<file path="src/evad_pkg.sv">
// ----------------------------------------------------------------------------
// evad_pkg: shared types and constants of the energy voice activity detector
// Widths, window geometry and register index codes used by all modules.
// ----------------------------------------------------------------------------
package evad_pkg;

   localparam int WINDOW            = 16;
   localparam int MAX_FRAME_SAMPLES = 4096;

   localparam int SAMPLE_W = 16;
   localparam int NOW_W    = 32;
   localparam int ENERGY_W = 16;
   localparam int THR_W    = 16;
   localparam int STOP_W   = 9;
   localparam int HOLD_W   = 32;
   localparam int FRAME_W  = 13;
   localparam int CSR_W    = 32;
   localparam int CSR_IDX_W = 2;

   localparam int CNT_W  = $clog2(MAX_FRAME_SAMPLES + 1);
   localparam int SUM_W  = $clog2(MAX_FRAME_SAMPLES) + SAMPLE_W;
   localparam int CMP_W  = (CNT_W > FRAME_W) ? CNT_W : FRAME_W;
   localparam int FILL_W = $clog2(WINDOW + 1);
   localparam int ROT_W  = (WINDOW > 1) ? $clog2(WINDOW) : 1;
   localparam int NEED_W = (FILL_W > STOP_W) ? FILL_W : STOP_W;
   localparam int START_NEED = (WINDOW / 2 < 1) ? 1 : WINDOW / 2;
   localparam int STEP_W = (SUM_W > 1) ? $clog2(SUM_W) : 1;

   localparam int REQ_DATA_W = SAMPLE_W + NOW_W;
   localparam int RSP_DATA_W = ((ENERGY_W + 4 + 7) / 8) * 8;

   typedef enum logic [CSR_IDX_W-1:0] {
      CSR_THRESHOLD  = 2'd0,
      CSR_STOP_COUNT = 2'd1,
      CSR_HOLDOFF    = 2'd2,
      CSR_FRAME_LEN  = 2'd3
   } csr_index_type;

   typedef enum logic [1:0] {
      ST_ACCUM,
      ST_DIVIDE,
      ST_COUNT,
      ST_DECIDE
   } state_type;

   typedef struct packed {
      logic                     done;
      logic [ENERGY_W-1:0]      quotient;
   } div_result_type;

endpackage

</file>
<file path="src/energy_voice_activity_detector_core.sv">
// ----------------------------------------------------------------------------
// energy_voice_activity_detector_core: energy based voice activity detector
// Frame energy from PCM magnitudes, windowed voice decision, start/stop events.
// ----------------------------------------------------------------------------
// Usage:
//   req_*  : one PCM word per handshake; tdata = {now_ms, sample}.
//   rsp_*  : one word per frame; tdata = {pad, stopped, started, capture,
//            recording, frame_energy}.
//   csr_*  : register writes, index 0 threshold, 1 stop count, 2 holdoff,
//            3 frame length. Write only while idle.
// Throughput: samples inside a frame take 1 cycle each. The last sample of
//   a frame starts the serial divider; once the window is full, the window
//   cells are then rotated past the counter, then a decide step issues the
//   result word. No new sample is taken until the decide step is done. The
//   serial divider and the window rotation set the cost of a frame end.
// Reset clears the sample count and sum, flags, window fill and loads default registers.
// A stalled receiver holds one result word; samples of the next frame are
//   still taken, and the block waits at the next frame end until it drains.
// ----------------------------------------------------------------------------
module energy_voice_activity_detector_core (
   input  logic                              clock,
   input  logic                              reset,
   input  logic                              req_tvalid,
   output logic                              req_tready,
   input  logic [evad_pkg::REQ_DATA_W-1:0]   req_tdata,  // sample, now_ms
   output logic                              rsp_tvalid,
   input  logic                              rsp_tready,
   output logic [evad_pkg::RSP_DATA_W-1:0]   rsp_tdata,  // frame_energy, recording,
                                                         // capture, started, stopped
   input  logic                              csr_valid,
   output logic                              csr_ready,
   input  evad_pkg::csr_index_type           csr_index,
   input  logic [evad_pkg::CSR_W-1:0]        csr_data
);
   import evad_pkg::*;

   state_type            state_ff, state_in;
   logic [THR_W-1:0]     thr_ff, thr_in;
   logic [STOP_W-1:0]    stop_ff, stop_in;
   logic [HOLD_W-1:0]    hold_ff, hold_in;
   logic [FRAME_W-1:0]   frame_ff, frame_in;
   logic [CNT_W-1:0]     cnt_ff, cnt_in;
   logic [SUM_W-1:0]     sum_ff, sum_in;
   logic [NOW_W-1:0]     now_ff, now_in;
   logic [ENERGY_W-1:0]  energy_ff, energy_in;
   logic [FILL_W-1:0]    fill_ff, fill_in;
   logic [ROT_W-1:0]     rot_ff, rot_in;
   logic [FILL_W-1:0]    above_ff, above_in;
   logic                 rec_ff, rec_in;
   logic                 ins_ff, ins_in;
   logic [NOW_W-1:0]     stop_time_ff, stop_time_in;
   logic                 rsp_valid_ff, rsp_valid_in;
   logic [ENERGY_W-1:0]  rsp_energy_ff, rsp_energy_in;
   logic                 rsp_rec_ff, rsp_rec_in;
   logic                 rsp_cap_ff, rsp_cap_in;
   logic                 rsp_start_ff, rsp_start_in;
   logic                 rsp_stop_ff, rsp_stop_in;

   logic [SAMPLE_W-1:0]  sample;
   logic [SAMPLE_W-1:0]  mag;
   logic [SUM_W-1:0]     sum_next;
   logic [CNT_W-1:0]     cnt_next;
   logic [CMP_W-1:0]     frame_len;
   logic                 frame_end;
   logic                 req_fire;
   logic                 div_start;
   div_result_type       div_res;
   logic                 shift;
   logic [ENERGY_W-1:0]  head_energy;
   logic [ENERGY_W-1:0]  cell_energy [WINDOW];
   logic                 cell_above  [WINDOW];
   logic [STOP_W-1:0]    stop_need;
   logic [NOW_W-1:0]     elapsed;
   logic                 window_full;

   assign sample    = req_tdata[SAMPLE_W-1:0];
   assign mag       = sample[SAMPLE_W-1] ? (~sample + 1'b1) : sample;
   assign sum_next  = sum_ff + SUM_W'(mag);
   assign cnt_next  = cnt_ff + 1'b1;
   assign req_tready = (state_ff == ST_ACCUM);
   assign req_fire  = req_tvalid && req_tready;
   assign csr_ready = 1'b1;

   always_comb begin
      if (frame_ff == '0) begin
         frame_len = CMP_W'(1);
      end else if (CMP_W'(frame_ff) > CMP_W'(MAX_FRAME_SAMPLES)) begin
         frame_len = CMP_W'(MAX_FRAME_SAMPLES);
      end else begin
         frame_len = CMP_W'(frame_ff);
      end
   end

   assign frame_end = CMP_W'(cnt_next) >= frame_len;
   assign div_start = req_fire && frame_end;

   evad_divider u_divider (
      .clock    (clock),
      .reset    (reset),
      .start    (div_start),
      .dividend (sum_next),
      .divisor  (cnt_next),
      .result   (div_res)
   );

   for (genvar i = 0; i < WINDOW; i++) begin : g_cell
      evad_cell u_cell (
         .clock       (clock),
         .shift       (shift),
         .energy_prev ((i == 0) ? head_energy : cell_energy[(i + WINDOW - 1) % WINDOW]),
         .threshold   (thr_ff),
         .energy_out  (cell_energy[i]),
         .above       (cell_above[i])
      );
   end

   assign stop_need   = (stop_ff == '0) ? STOP_W'(1) : stop_ff;
   assign elapsed     = now_ff - stop_time_ff;
   assign window_full = (fill_ff == FILL_W'(WINDOW));

   always_comb begin
      state_in      = state_ff;
      thr_in        = thr_ff;
      stop_in       = stop_ff;
      hold_in       = hold_ff;
      frame_in      = frame_ff;
      cnt_in        = cnt_ff;
      sum_in        = sum_ff;
      now_in        = now_ff;
      energy_in     = energy_ff;
      fill_in       = fill_ff;
      rot_in        = rot_ff;
      above_in      = above_ff;
      rec_in        = rec_ff;
      ins_in        = ins_ff;
      stop_time_in  = stop_time_ff;
      rsp_valid_in  = rsp_valid_ff && !rsp_tready;
      rsp_energy_in = rsp_energy_ff;
      rsp_rec_in    = rsp_rec_ff;
      rsp_cap_in    = rsp_cap_ff;
      rsp_start_in  = rsp_start_ff;
      rsp_stop_in   = rsp_stop_ff;
      shift         = 1'b0;
      head_energy   = cell_energy[WINDOW-1];

      if (csr_valid) begin
         case (csr_index)
            CSR_THRESHOLD:  thr_in   = csr_data[THR_W-1:0];
            CSR_STOP_COUNT: stop_in  = csr_data[STOP_W-1:0];
            CSR_HOLDOFF:    hold_in  = csr_data[HOLD_W-1:0];
            CSR_FRAME_LEN:  frame_in = csr_data[FRAME_W-1:0];
            default:        thr_in   = thr_ff;
         endcase
      end

      case (state_ff)
         ST_ACCUM: begin
            if (req_fire) begin
               if (frame_end) begin
                  cnt_in   = '0;
                  sum_in   = '0;
                  now_in   = req_tdata[SAMPLE_W +: NOW_W];
                  state_in = ST_DIVIDE;
               end else begin
                  cnt_in = cnt_next;
                  sum_in = sum_next;
               end
            end
         end
         ST_DIVIDE: begin
            if (div_res.done) begin
               energy_in   = div_res.quotient;
               head_energy = div_res.quotient;
               shift       = 1'b1;
               rot_in      = '0;
               above_in    = '0;
               if (fill_ff != FILL_W'(WINDOW)) begin
                  fill_in = fill_ff + 1'b1;
               end
               if (fill_ff >= FILL_W'(WINDOW - 1)) begin
                  state_in = ST_COUNT;
               end else begin
                  state_in = ST_DECIDE;
               end
            end
         end
         ST_COUNT: begin
            shift    = 1'b1;
            above_in = above_ff + FILL_W'(cell_above[WINDOW-1]);
            rot_in   = rot_ff + 1'b1;
            if (rot_ff == ROT_W'(WINDOW - 1)) begin
               state_in = ST_DECIDE;
            end
         end
         ST_DECIDE: begin
            if (!rsp_valid_ff || rsp_tready) begin
               rsp_start_in = 1'b0;
               rsp_stop_in  = 1'b0;
               if (window_full) begin
                  if (rec_ff) begin
                     if (NEED_W'(above_ff) < NEED_W'(stop_need) && elapsed > hold_ff) begin
                        stop_time_in = now_ff;
                        rec_in       = 1'b0;
                        ins_in       = 1'b0;
                        rsp_stop_in  = 1'b1;
                     end
                  end else if (energy_ff > thr_ff) begin
                     if (above_ff >= FILL_W'(START_NEED)) begin
                        rec_in       = 1'b1;
                        ins_in       = 1'b1;
                        rsp_start_in = 1'b1;
                     end
                  end else begin
                     ins_in = 1'b1;
                  end
               end
               rsp_valid_in  = 1'b1;
               rsp_energy_in = energy_ff;
               rsp_rec_in    = rec_in;
               rsp_cap_in    = rec_in || ins_in;
               state_in      = ST_ACCUM;
            end
         end
         default: state_in = ST_ACCUM;
      endcase
   end

   always_ff @(posedge clock) begin
      if (reset) begin
         state_ff     <= ST_ACCUM;
         thr_ff       <= THR_W'(1638);
         stop_ff      <= STOP_W'(8);
         hold_ff      <= HOLD_W'(1000);
         frame_ff     <= FRAME_W'(1024);
         cnt_ff       <= '0;
         sum_ff       <= '0;
         fill_ff      <= '0;
         rec_ff       <= 1'b0;
         ins_ff       <= 1'b0;
         stop_time_ff <= '0;
         rsp_valid_ff <= 1'b0;
      end else begin
         state_ff     <= state_in;
         thr_ff       <= thr_in;
         stop_ff      <= stop_in;
         hold_ff      <= hold_in;
         frame_ff     <= frame_in;
         cnt_ff       <= cnt_in;
         sum_ff       <= sum_in;
         fill_ff      <= fill_in;
         rec_ff       <= rec_in;
         ins_ff       <= ins_in;
         stop_time_ff <= stop_time_in;
         rsp_valid_ff <= rsp_valid_in;
      end
      now_ff        <= now_in;
      energy_ff     <= energy_in;
      rot_ff        <= rot_in;
      above_ff      <= above_in;
      rsp_energy_ff <= rsp_energy_in;
      rsp_rec_ff    <= rsp_rec_in;
      rsp_cap_ff    <= rsp_cap_in;
      rsp_start_ff  <= rsp_start_in;
      rsp_stop_ff   <= rsp_stop_in;
   end

   assign rsp_tvalid = rsp_valid_ff;
   assign rsp_tdata  = RSP_DATA_W'({rsp_stop_ff, rsp_start_ff, rsp_cap_ff,
                                    rsp_rec_ff, rsp_energy_ff});

   a_fill_bound: assert property (@(posedge clock) disable iff (reset)
      fill_ff <= FILL_W'(WINDOW))
      else $error("window fill beyond window size");

   a_div_in_state: assert property (@(posedge clock) disable iff (reset)
      div_res.done |-> state_ff == ST_DIVIDE)
      else $error("divider finished outside divide phase");

   a_start_stop_excl: assert property (@(posedge clock) disable iff (reset)
      rsp_valid_ff |-> !(rsp_start_ff && rsp_stop_ff))
      else $error("start and stop on one frame");

   a_rec_capture: assert property (@(posedge clock) disable iff (reset)
      (rsp_valid_ff && rsp_rec_ff) |-> rsp_cap_ff)
      else $error("recording word without capture");

   a_above_bound: assert property (@(posedge clock) disable iff (reset)
      state_ff == ST_DECIDE && window_full |-> above_ff <= FILL_W'(WINDOW))
      else $error("window count out of range");

endmodule

</file>
<file path="src/evad_cell.sv">
// ----------------------------------------------------------------------------
// evad_cell: one entry of the frame energy window
// Holds one energy, passes it to the next cell on shift, flags voice level.
// ----------------------------------------------------------------------------
module evad_cell (
   input  logic                           clock,
   input  logic                           shift,
   input  logic [evad_pkg::ENERGY_W-1:0]  energy_prev,
   input  logic [evad_pkg::THR_W-1:0]     threshold,
   output logic [evad_pkg::ENERGY_W-1:0]  energy_out,
   output logic                           above
);
   import evad_pkg::*;

   logic [ENERGY_W-1:0] energy_ff;
   logic [ENERGY_W-1:0] energy_in;

   assign energy_in = shift ? energy_prev : energy_ff;

   always_ff @(posedge clock) begin
      energy_ff <= energy_in;
   end

   assign energy_out = energy_ff;
   assign above      = energy_ff > threshold;

endmodule

</file>
<file path="src/evad_divider.sv">
// ----------------------------------------------------------------------------
// evad_divider: restoring divider for the frame mean
// One quotient bit per cycle while busy; magnitude sum over sample count.
// ----------------------------------------------------------------------------
module evad_divider (
   input  logic                         clock,
   input  logic                         reset,
   input  logic                         start,
   input  logic [evad_pkg::SUM_W-1:0]   dividend,
   input  logic [evad_pkg::CNT_W-1:0]   divisor,
   output evad_pkg::div_result_type     result
);
   import evad_pkg::*;

   logic              busy_ff, busy_in;
   logic              done_ff, done_in;
   logic [STEP_W-1:0] step_ff, step_in;
   logic [CNT_W-1:0]  rem_ff, rem_in;
   logic [CNT_W-1:0]  div_ff, div_in;
   logic [SUM_W-1:0]  quot_ff, quot_in;
   logic [CNT_W:0]    trial;
   logic [CNT_W:0]    diff;

   always_comb begin
      busy_in = busy_ff;
      done_in = 1'b0;
      step_in = step_ff;
      rem_in  = rem_ff;
      div_in  = div_ff;
      quot_in = quot_ff;
      trial   = {rem_ff, quot_ff[SUM_W-1]};
      diff    = trial - {1'b0, div_ff};
      if (start) begin
         busy_in = 1'b1;
         step_in = STEP_W'(SUM_W - 1);
         rem_in  = '0;
         div_in  = divisor;
         quot_in = dividend;
      end else if (busy_ff) begin
         if (!diff[CNT_W]) begin
            rem_in  = diff[CNT_W-1:0];
            quot_in = {quot_ff[SUM_W-2:0], 1'b1};
         end else begin
            rem_in  = trial[CNT_W-1:0];
            quot_in = {quot_ff[SUM_W-2:0], 1'b0};
         end
         if (step_ff == '0) begin
            busy_in = 1'b0;
            done_in = 1'b1;
         end else begin
            step_in = step_ff - 1'b1;
         end
      end
   end

   always_ff @(posedge clock) begin
      if (reset) begin
         busy_ff <= 1'b0;
         done_ff <= 1'b0;
      end else begin
         busy_ff <= busy_in;
         done_ff <= done_in;
      end
      step_ff <= step_in;
      rem_ff  <= rem_in;
      div_ff  <= div_in;
      quot_ff <= quot_in;
   end

   assign result.done     = done_ff;
   assign result.quotient = quot_ff[ENERGY_W-1:0];

endmodule

</file>
<file path="config.mk">
export PLATFORM = sky130hd
export DESIGN_NAME = energy_voice_activity_detector_core
export DESIGN_NICKNAME = d
export VERILOG_FILES = /design/src/evad_pkg.sv /design/src/energy_voice_activity_detector_core.sv /design/src/evad_cell.sv /design/src/evad_divider.sv
export SDC_FILE = /design/constraint.sdc
export NUM_CORES = 1
export LEC_CHECK = 0
export ABC_AREA = 1
export BUFFER_PORTS_ARGS = -buffer_cell sky130_fd_sc_hd__buf_4
export CAP_MARGIN = 15
export CORE_MARGIN = 1
export CORE_UTILIZATION = 25
export DETAILED_ROUTE_END_ITERATION = 7
export HOLD_SLACK_MARGIN = 0.15
export PLACE_DENSITY = 0.47
export RECOVER_POWER = 100
export SLEW_MARGIN = 20
export SYNTH_ARGS = -nofsm -noshare
export SYNTH_HDL_FRONTEND = slang
export SYNTH_HIERARCHICAL = 1
export SYNTH_SLANG_ARGS = --single-unit
export TNS_END_PERCENT = 50
</file>
<file path="constraint.sdc">
create_clock -name clock -period 24.8 [get_ports clock]
set_clock_uncertainty 0.05 [all_clocks]
set_input_delay 1.24 -clock clock [delete_from_list [all_inputs] [get_ports clock]]
set_output_delay 1.24 -clock clock [all_outputs]
set_load 0.02 [all_outputs]
</file>
* Word-level counts from Yosys, hierarchy flattened *
Cells that the tools add are included.
Widths: inputs -> output; s select.

operators by class
  add/sub/neg operators = 9
  reductions and logical operators = 31
  bitwise logic cells = 4
  $lt $le $gt $ge = 8
  muxes and demuxes = 46
  eq/ne operators = 14

operators with widths
  cell                   number
  $mux 28                3
  $mux 13                4
  $mux 16                3
  $gt 16x16->1           2
  $gt 32x32->1           1
  $sub 32x32->32         1
  $add 28x16->28         1
  $mux 1                 24
  $reduce_and 2->1       10
  $add 16x1->16 const B  1
  $not 16->16            1
  $sub 14x13->14         1
  $add 13x1->13 const B  1
  $ge 13x13->1           1
  $gt 13x13->1 const B   1
  $logic_not 13->1       1
  $ge 5x4->1 const B     2
  $mux 2                 5
  $pmux 5 s2             1
  $reduce_and 5->1       2
  $logic_not 9->1        1
  $lt 5x9->1             1
  $mux 9                 1
  $eq 2x2->1 const B     4
  25 further kinds       39

word-level totals
  register bits after elaboration = 547
  output and inout bits = 27
  input port bits = 87
  logic and storage cells = 155

* Longest topological paths before layout *
Gate-level depths: netlist of run 1.

  depth in word-level cells = 10
  depth in mapped cells = 27
  mapped depth without buffers = 27

* Cells and area by module *
Netlist of run 1, hierarchy kept.

by module, submodules not included
  module                               times used  seq. area each (um^2)  area each (um^2)  cells each
  evad_cell                            16          480.5                  915.9             88
  energy_voice_activity_detector_core  1           5,375.2                13,691.9          1,837
  evad_divider                         1           1,631.6                3,639.7           457

* Worst setup path after synthesis of run 1 *
No wires, ideal clock.

  path type = reg-to-reg
  start = register state_ff[0]
  end = register g_cell[0].u_cell.energy_ff[0], enable pin
  required time = 23.485 ns
  clock period less this slack = 20.524 ns
  cell stages (with the launch flop) = 5
  setup time = 1.265 ns
  path buffers = 0
  arrival time = 19.210 ns
  setup slack = 4.276 ns
  path through = dfxtp_1 inv_1 ha_1 inv_1 a21boi_0

on the way
  word-level cells in the longest chain between the ends = 2
  elaborated cells on any way between the ends = 3
  classes of those cells = 2 x eq/ne; 1 x mux

ends and longest elaborated chain
  element                                          RTL line                                    text
  from (decl)                                      energy_voice_activity_detector_core.sv:37   state_type state_ff, state_in;
  from (signal assigned)                           energy_voice_activity_detector_core.sv:243  state_ff <= state_in;
  $eq 2x2->1 / $eq 2x1->1 (equally long branches)  energy_voice_activity_detector_core.sv:156  case (state_ff)
  $pmux 1 s2 *                                     energy_voice_activity_detector_core.sv:156
  net shift                                        energy_voice_activity_detector_core.sv:68   logic shift;
  to (signal assigned)                             evad_cell.sv:21                             energy_ff <= energy_in;
  to (decl)                                        evad_cell.sv:15                             logic [ENERGY_W-1:0] energy_ff;

The timed path passes the listed nets; every way through them passes the cells marked *.
A chain may end at the register's enable or synchronous reset.

* Worst setup path after layout of run 1 *
  start = register state_ff[1]
  end = register g_cell[12].u_cell.energy_ff[10], enable pin

on the way
  word-level cells in the longest chain between the ends = 2
  elaborated cells on any way between the ends = 3
  classes of those cells = 2 x eq/ne; 1 x mux

ends and longest elaborated chain
  element                                          RTL line
  $eq 2x2->1 / $eq 2x1->1 (equally long branches)  energy_voice_activity_detector_core.sv:156
  $pmux 1 s2 *                                     energy_voice_activity_detector_core.sv:156
  net shift                                        energy_voice_activity_detector_core.sv:68
  to (signal assigned)                             evad_cell.sv:21
  to (decl)                                        evad_cell.sv:15

Marked as above.

==> results of run 1 <==
==> report_power, final <==
part | internal (mW) | switching [mW]
logic | 0.151 | 0.333
registers | 1.08 | 0.0395
clock network | 0.540 | 0.395
total | 1.77 | 0.767
==> sequential cells by signal (all words and copies together) (netlist names), 16 cells and up <==
name and count:
now_ff 32, g_cell.u_cell/energy_out 256, thr_ff 16, sum_ff 28
hold_ff 32, u_divider/quot_ff 28, energy_ff 16, rsp_energy_ff 16
stop_time_ff 32
==> worst max-delay path, cell delays in order, from the launching register on <==
cell                       delay, ps
sky130_fd_sc_hd__dfxtp_1         340
sky130_fd_sc_hd__inv_1           100
sky130_fd_sc_hd__ha_1            180
sky130_fd_sc_hd__nand2_1         420
sky130_fd_sc_hd__a21boi_0        390
sky130_fd_sc_hd__clkbuf_1       1500
sky130_fd_sc_hd__clkbuf_1       3970
sky130_fd_sc_hd__clkbuf_1       4070
==> stage by stage <==
step,area [µm²],utilization (%),power (mW)
floorplan,25500,-,1.52
finish,29600,29.4,2.54
global placement,27600,27.5,1.63
detailed placement,27600,27.5,1.63
global route,29600,29.4,2.69
CTS,29700,29.6,2.59
==> layout make-up <==
cell class / instances / area, µm²
Fill cell: 10626 / 70900
Sequential cell: 547 / 14700
Multi-Input combinational cell: 1667 / 9070
Clock buffer: 91 / 1810
Tap cell: 1357 / 1700
Inverter: 327 / 1230
Timing Repair Buffer: 122 / 777
Clock inverter: 30 / 292
==> cell usage in the layout, fill, tap and decap left out, drive strengths merged, types with 17 or more instances in the layout <==
cell / instances
dfxtp: 173
o21ai: 113
buf: 57
xnor2: 17
nor3: 28
clkbuf: 156
clkinv: 23
nand3: 100
edfxtp: 374
nor2: 205
inv: 329
nand4: 23
ha: 154
xor2: 61
nand2: 699
a21oi: 199
==> worst paths after layout <==
kind | to | depth (start not counted)
setup / recovery | g_cell[12].u_cell/energy_out[10] | 7
hold / removal | g_cell[8].u_cell/energy_out[5] | 0
setup reg to reg | g_cell[12].u_cell/energy_out[10] | 7
hold reg to reg | g_cell[8].u_cell/energy_out[5] | 0
==> per-layer routing <==
metal	vias to the layer above	wire length (µm)
li1	8877	-
met1	8023	30500
met2	291	26100
met3	70	2550
met4	0	1150
met5	-	0
==> reports/summary.md, run 1 <==
The area growth from synthesis to final layout came out at 16.1%. The tree is rooted in a sky130_fd_sc_hd__clkbuf_16. The first global-routing pass estimated 93700 µm of wire. Based on the critical path, the design can be clocked at up to 85.1 MHz.

The tools report the count of maximum capacitance violations as 9. Classification of the worst setup path: register to register. The number of ports placed on the die boundary was 114; the fraction of the cycle the final worst path needs was 47.4%. The wire length per cell after detailed routing is 14.6 µm. The final reports fail on capacitance limit, slew limit. The tightest hold path in the finished design has a slack of 359 ps. VDD sags by at most 0.0478 mV. Setup slack on the worst reg-to-reg path comes out at 13060 ps. The min-delay analysis places its worst path in the category register to register. In this run, the number of DRC markers left after iteration 0 of detailed routing was 1285.

In this run the critical register-to-register path is launched from state_ff[1]. In this run the deepest clock path goes through 3 buffers. The initialized floorplan defines 116 standard-cell rows. The met3 usage in global routing was 2.08%; the initial antenna violation count was 0. The tools report the largest net degree at the start of global routing as 219.

The arrival time at the worst endpoint is 11750 ps. The via count of the first global-routing pass was 16435; the last weighted congestion value of the routability-driven placer was 0.838. The number of clock buffers added by TritonCTS is 66. The repair_antennas step left the layout with diodes totalling 0. The clock slew seen by the registers of the worst setup and hold paths came out at 60 ps. The flow ran to the end, but the final reports show violations. In this run the post-CTS setup repair buffer count came out at 0.

Summing every instance area after synthesis gives 25500 µm². The run gives 43500 µm as the placed wire-length estimate. After technology mapping, the gate count stands at 2622. For this configuration, the core starts out at a cell density of 25.3%. Setup repair after global routing left no endpoint under its margin. For the cell leakage power, the log shows 12.0 nW.

The mean instance size in the synthesized netlist came out at 9.71 µm². The run gives 0 as the total of cells resized after clock tree synthesis. The height of the die works out to 321 µm. The maximum fanout encountered on the critical timing path was 111.

The H-tree depth is 3. TritonCTS built the clock tree. The die is 321 µm wide. The power density normalized to cell area works out to 86.0 nW/µm². The pre-CTS worst setup slack came out at 19870 ps. Once detail routing completed, the nets flagged for antenna violations numbered 0.

After global routing the overflow that remains totals 0. The per-cell via count in the routed design is 4.17. For met1 alone, demand over resource in global routing was 17.1%. For the count of final hold-check violations, the log shows 0. The first detailed-routing pass ran for 5 iterations.

Setup slack on the critical path of the routed design comes to 13060 ps. The run gives 103000 µm² as the floorplan die area. The relative slew slack is -267%. The startpoint identified for the worst hold timing path is g_cell[7].u_cell/energy_out[5]. After clock tree synthesis, the flow added hold-fix buffers numbering 0. Tracing the worst setup path back leads to its startpoint at state_ff[1]. Port buffering added 108 buffers. The core region is 100000 µm². In the final design database the tool counted 2975 nets. For the final routed database, the setup TNS stands at 0 ps.

Global routing consumed, over all layers together, 11.7% of the routing resources. Cells with a size suffix above 1 make up 8.55% of the layout. At the pin with the least slew margin, the transition time is 5500 ps. The logs give 17261 for the via count of the routed design and 17.4% for the met2 layer usage reported by global route. The post-route DRC violation count was 0. STA classifies the critical path startpoint as a register. For this block, the routed nets add up to 60300 µm of wire. Data on the critical path is required at its endpoint by 24800 ps.

Final count of pins violating max slew: 568. Clock latency on the worst-skew pair, taken at its later pin, is 610 ps. The global-route layer with the greatest usage is met2. The routed design could run at a clock period as short as 11740 ps. For the warning count from the yosys run, the log shows 6.

In this run, placement finished with an instance count of 4019. Setup violations remaining at the end of the flow were counted as 0. For this design, the sink count on the clock tree is 547. The worst setup path is captured at a register.

The count of placed standard cells in the final layout, fillers left out is 4141.
Note: power is estimated with default switching activity, not from simulation.
==> run 2: changes to the inputs <==
- PLACE_DENSITY: 0.47 -> 0.48
- clock period: 24.8 -> 9.65 ns (I/O delays scaled with it)
==> reports/summary.md, run 2 (same netlist as run 1, synthesis figures left out) <==
The length of the first detailed-routing pass in iterations was 5. Master of the slowest instance on the critical path: sky130_fd_sc_hd__clkinvlp_2. The finished layout holds 4200 standard cells, fillers aside. By instance count, the cell type seen most on the critical path is sky130_fd_sc_hd__clkbuf_1. Setup violations remaining at the end of the flow were counted as 0.

In this run the critical register-to-register path is captured at u_divider/quot_ff[24]. The die is 321 µm tall. The checks that failed: capacitance limit, slew limit.

For this block, the initial DRC count from the detailed router was 1257. Counting cells, the worst reg-to-reg path comes to 17. Of the cells placed in the final design, the portion with a size suffix greater than 1 is 8.55%.

The count of final hold-check violations was 0; the total global-route track usage was 11.7%. The placed wire-length estimate is 43600 µm, and the total power consumption of the routed design is 6.50 mW. The final critical path takes up 62.8% of the cycle. Entering global routing, the biggest net connects 164 pins. The number of I/O port buffers was 108; the final standard cell area without fillers was 30200 µm².

For this design the top-level I/O count stands at 114. The via count of the routed design came out at 17491. The H-tree was split into 2 levels.

Leaving out fill and tap cells, the most frequent cell in the layout is sky130_fd_sc_hd__nand2_1. The pre-CTS worst setup slack is 4910 ps. No sink is reached through more buffers than the 3 on the longest clock path. The die covers 103000 µm². In this run the most critical hold path is launched from csr_index[1]. The first global-routing pass estimated 95100 µm of wire. The initial antenna violation count is 2.

The run gives 17110 as the via count of the first global-routing pass. The post-route setup TNS was 0 ps. The tools report the reg2reg setup slack as 3690 ps.

The cell family contributing the most delay on the critical path is buffers and inverters. The run gives 27600 µm² as the area of placed instances. At the pin with the least slew margin, the transition time is 3400 ps.

STA classifies the critical path startpoint as an input port. At the worst endpoint, the required time is 10090 ps. For this block, the routed nets add up to 60600 µm of wire. The number of setup buffers added after CTS is 0. The initial utilization of the core area, before any placement, comes to 25.3%. The final critical-path setup slack was 3590 ps. The placeable core area was 100000 µm². TritonCTS built the clock tree. The tools report the insertion delay to the later sink of the worst-skew pair as 650 ps.

The tree is rooted in a sky130_fd_sc_hd__clkbuf_16. The wire length per cell after detailed routing works out to 14.4 µm. For hold timing, the worst endpoint is stop_ff[3].

The run gives 0.149 mV as the worst IR drop on VDD. In the layout the commonest cells are sky130_fd_sc_hd__nand2_1, sky130_fd_sc_hd__edfxtp_1, sky130_fd_sc_hd__inv_1, sky130_fd_sc_hd__a21oi_1, sky130_fd_sc_hd__nor2_1. The smallest clock period supported by the final layout is computed as 6060 ps.

The antenna violation net count after detailed routing is 0, and the count of fill cells added during filler insertion is 10695. Classification of the worst setup path: input port to register. The sum of buffers and inverters on the critical path was 3; the per-cell via count in the routed design was 4.16. For this run, the slowest stage of the critical path takes 1860 ps. The floorplan has 116 rows. The count of maximum capacitance violations is 8, and the number of cells on the worst hold path is 3. In this run the horizontal extent of the chip is 321 µm.

Setup repair after global routing left no endpoint under its margin. The tools report the sum of overflow across all layers after global routing as 0. Critical path endpoint category: a register. The post-route DRC violation count was 0; the flip-flop count of the largest register, all copies and words added was 256. The tools report the number of nets in the final layout as 3034. The run finished, with violations left.

The area growth from synthesis to layout is 18.6%. Measured against its own limit, the worst slew margin works out to -127%. The clock slew seen by the registers of the worst setup and hold paths came out at 60 ps.

For the last weighted congestion value of the routability-driven placer, the log shows 0.856. The maximum fanout encountered on the critical timing path was 85; the power density normalized to cell area was 215 nW/µm². The number of buffers created by CTS was 60.

Critical register-to-register path startpoint: cnt_ff[0]. The final hold slack was 194 ps. The maximum clock frequency was 165 MHz. The sink count of the clock tree is 547.

For the cell leakage power, the log shows 12.3 nW. The run gives 6510 ps as the arrival time at the worst endpoint. The path class of the tightest hold or removal check is input port to register.

In this run, placement finished with an instance count of 4021. The logs give 361 for the final count of pins violating max slew and 30.1% for the final design utilization. The signal on the critical path passes through clkbuf_1 > clkinvlp_2 > clkbuf_1 > o21ai_0 > a21oi_1.
[run 2: where the power goes]
group / total, mW / switching, mW / internal, mW
logic: 1.26 / 0.852 / 0.404
clock network: 2.38 / 0.962 / 1.42
registers: 2.86 / 0.0992 / 2.76
total: 6.50 / 1.91 / 4.59
[run 2: layout make-up]
type                            count  area, µm²  area share (%)
Clock buffer                       82       1690            5.59
Clock inverter                     32        383            1.27
Antenna cell                        1       2.50         0.00829
Multi-Input combinational cell   1667       9060            30.0
Timing Repair Buffer              187       1430            4.74
Inverter                          327       1230            4.07
Tap cell                         1357       1700            5.63
Sequential cell                   547      14700            48.7
[run 2: metal layers]
layer / up-vias / wire length, µm / part of all wire [%] / global-route usage [%]
li1: 9001 / - / - / -
met1: 8135 / 30600 / 51 / 16.9
met2: 281 / 26500 / 44 / 18.3
met3: 74 / 2450 / 4.0 / 1.86
met4: 0 / 1010 / 1.7 / 2.76
met5: - / 0 / 0 / 0
[run 2: worst min-delay path: cells and delay by family]
family / cells / cell delay [ps]
compound gates: 1 / 160
buf+inv: 1 / 100
simple gates: 1 / 90
[run 2: repair_timing]
action | CTS | global route
hold buffers | 64 | 0
endpoints found under the hold margin | 89 | 0
endpoints found under the setup margin | 0 | 0
gates resized for setup | 0 | 0
[run 2: worst max path at each step]
stage,from,to,depth (start not counted)
2_1_floorplan,state_ff[1],g_cell[0].u_cell/energy_out[0],5
3_3_place_gp,cnt_ff[0],u_divider/quot_ff[10],15
3_5_place_dp,cnt_ff[0],u_divider/quot_ff[9],15
4_1_cts,cnt_ff[0],u_divider/quot_ff[9],15
5_1_grt,now_ff[0],stop_time_ff[30],22
6_report,reset,thr_ff[14],5
==> run 3: changes to the inputs <==
- PLACE_DENSITY: 0.48 -> 0.47
- clock period: 9.65 -> 5.88 ns (I/O delays scaled with it)
==> reports/summary.md, run 3 (same netlist as run 1, synthesis figures left out) <==
The flow ran to the end, but the final reports show violations. The final reports fail on capacitance limit, slew limit. Of the total power, the clock network draws 37.1%. The length of the first detailed-routing pass in iterations was 5; the height of the die was 321 µm.

The region available for standard cell placement spans 100000 µm². The run gives 0.836 as the last weighted congestion value of the routability-driven placer. In this run the worst hold path is classified as input port to register. The wire length per cell after detailed routing is 14.5 µm, and the final count of pins violating max slew is 270. Of the total power, the share spent switching nets is 29.4%.

The tree is rooted in a sky130_fd_sc_hd__clkbuf_16. From left edge to right edge, the die measures 321 µm. Counting the buffers created by CTS gives 61. The worst setup path is of the register to register kind.

In this run the worst path has a maximum fanout of 28. The power density normalized to cell area came out at 354 nW/µm². For the largest net degree at the start of global routing, the log shows 125. The logs give 103000 µm² for the floorplan die area and 7 for the count of maximum capacitance violations. The initial antenna violation count is 0. The insertion delay to the later sink of the worst-skew pair is 660 ps, and the sequential fraction of design power is 43.7%. At the worst endpoint, the required time is 6060 ps. The final standard cell area without fillers was 30400 µm²; the sum of overflow across all layers after global routing was 0. The count of final hold-check violations was 0. The multi-input combinational cells in the finished layout cover a total of 9070 µm².

Leaving out fill and tap cells, the most frequent cells in the layout are sky130_fd_sc_hd__nand2_1, sky130_fd_sc_hd__edfxtp_1, sky130_fd_sc_hd__inv_1, sky130_fd_sc_hd__a21oi_1, sky130_fd_sc_hd__nor2_1. Based on the critical path, the design can be clocked at up to 206 MHz. The critical path endpoint category is a register. The final critical path takes up 82.4% of the cycle. Once detail routing completed, the nets flagged for antenna violations numbered 0. The worst-case IR drop observed on VDD is 0.252 mV. The slew of the pin with the lowest slew margin works out to 2800 ps.

From synthesis to final layout, the design area changed by 19.3%. The register with the most flip-flops in the layout has 256 of them. Setup violations remaining at the end of the flow were counted as 0. Summing all flip-flop and latch instances after layout gives 14700 µm². The run gives 60900 µm as the aggregate routed wire length. The tools report the relative slew slack as -87.3%. Counting the fill cells in the layout gives 10617. Cell internal power was estimated by the tool at 7.60 mW. The initial utilization of the core area, before any placement, comes to 25.3%. TritonCTS built the clock tree. Per report_power, the combinational group accounts for 19.2% of the total. The first global-routing pass estimated 96300 µm of wire.

The net count of the finished layout is 3048. At the end of the flow the core is filled with cells to 30.2%. H-tree depth: 2. The number of buffers between clock root and the deepest sink came out at 3. In the routed design, unresolved DRC markers number 0. The number of I/O port buffers was 108; the total net switching power was 3.16 mW. For this block, the via count after detailed routing is 17476. The tools report the area of placed instances as 27700 µm². Setup repair after global routing left no endpoint under its margin.

The cell leakage power was 12.3 nW. The floorplan row count was 116. The logs give 0 ps for the post-route setup TNS and 5020 ps for the arrival time at the worst endpoint. The first-iteration detailed-routing DRC count is 1290, and the via count of the first global-routing pass is 17129. The logs give 11.9% for the total global-route track usage and 547 for the sink count of the clock tree. Dividing the detail-routed via count by the number of cells gives 4.15. Clock-pin slew was measured on the worst setup and hold paths at 60 ps. Cells with a size suffix above 1 make up 8.51% of the layout. The library cell used most frequently in the layout, excluding fill and tap cells, is sky130_fd_sc_hd__nand2_1. In this run the count of I/O pins placed on the die edge is 114.

The shortest period the worst path allows is 4840 ps. The placed wire-length estimate came out at 43600 µm. The kind of start point of the critical path was a register.
## run 3: stage by stage
stage,hold WS [ps],instances,total power [mW],setup WS (ps)
after floorplan,313,2625,6.27,85.5
after global placement,351,4024,6.84,1550
after detailed placement,355,4024,6.84,1520
after CTS,160,4214,10.9,1480
after global routing,209,4214,11.4,516
final,210,4215,10.8,1040
## run 3: what timing repair did
action | CTS | global route
setup buffers | 0 | 0
hold buffers | 74 | 0
resized for setup | 0 | 0
hold endpoints to repair | 145 | 0
## run 3: routing by layer
layer | part of all wire, % | up-vias | global-route usage [%] | wire [µm]
li1 | - | 9044 | - | -
met1 | 51 | 8070 | 17.3 | 31200
met2 | 42 | 286 | 17.9 | 25900
met3 | 4.3 | 76 | 2.15 | 2630
met4 | 2.1 | 0 | 3.22 | 1260
met5 | 0 | - | 0 | 0
## run 3: final timing paths
path	from	slack (ps)	to	depth (start not counted)
worst max register to register	cnt_ff[0]	1040	u_divider/quot_ff[14]	17
worst min register to register	g_cell[14].u_cell/energy_out[1]	360	g_cell[15].u_cell/energy_out[1]	0
worst max-delay path	cnt_ff[0]	1040	u_divider/quot_ff[14]	17
worst min-delay path	req_tvalid	210	state_ff[1]	5
## run 3: cell type report
class / count / area share (%)
multi-input cells: 1667 / 29.9
inverters: 327 / 4.05
clock inverters: 36 / 1.48
well taps: 1357 / 5.59
diodes: 1 / 0.00824
repair buffers: 200 / 5.13
flip-flops and latches: 547 / 48.4
clock buffers: 80 / 5.47
## run 3: power groups by stage
stage	registers [mW]	clock network, mW	logic [mW]
floorplan	4.75	0	1.52
global placement	4.77	0	2.07
detailed placement	4.77	0	2.07
CTS	4.70	4.12	2.12
global route	4.74	4.27	2.36
finish	4.70	3.99	2.07
## run 3: worst max-delay path, cell delays in order, from the launching register on
cell                       delay (ps)
sky130_fd_sc_hd__dfxtp_1          410
sky130_fd_sc_hd__ha_1             210
sky130_fd_sc_hd__nand3_1          120
sky130_fd_sc_hd__nor2_1           110
sky130_fd_sc_hd__nand2_1          100
sky130_fd_sc_hd__nor2_1           180
sky130_fd_sc_hd__nand4_1          130
sky130_fd_sc_hd__xnor2_1          190
sky130_fd_sc_hd__ha_1             320
sky130_fd_sc_hd__nand2_1           80
sky130_fd_sc_hd__nor4_1           270
sky130_fd_sc_hd__nand3b_1         130
sky130_fd_sc_hd__a31o_2           230
sky130_fd_sc_hd__inv_1            380
sky130_fd_sc_hd__nor2_1            80
sky130_fd_sc_hd__buf_4            210
sky130_fd_sc_hd__inv_1             60
sky130_fd_sc_hd__clkbuf_1        1140
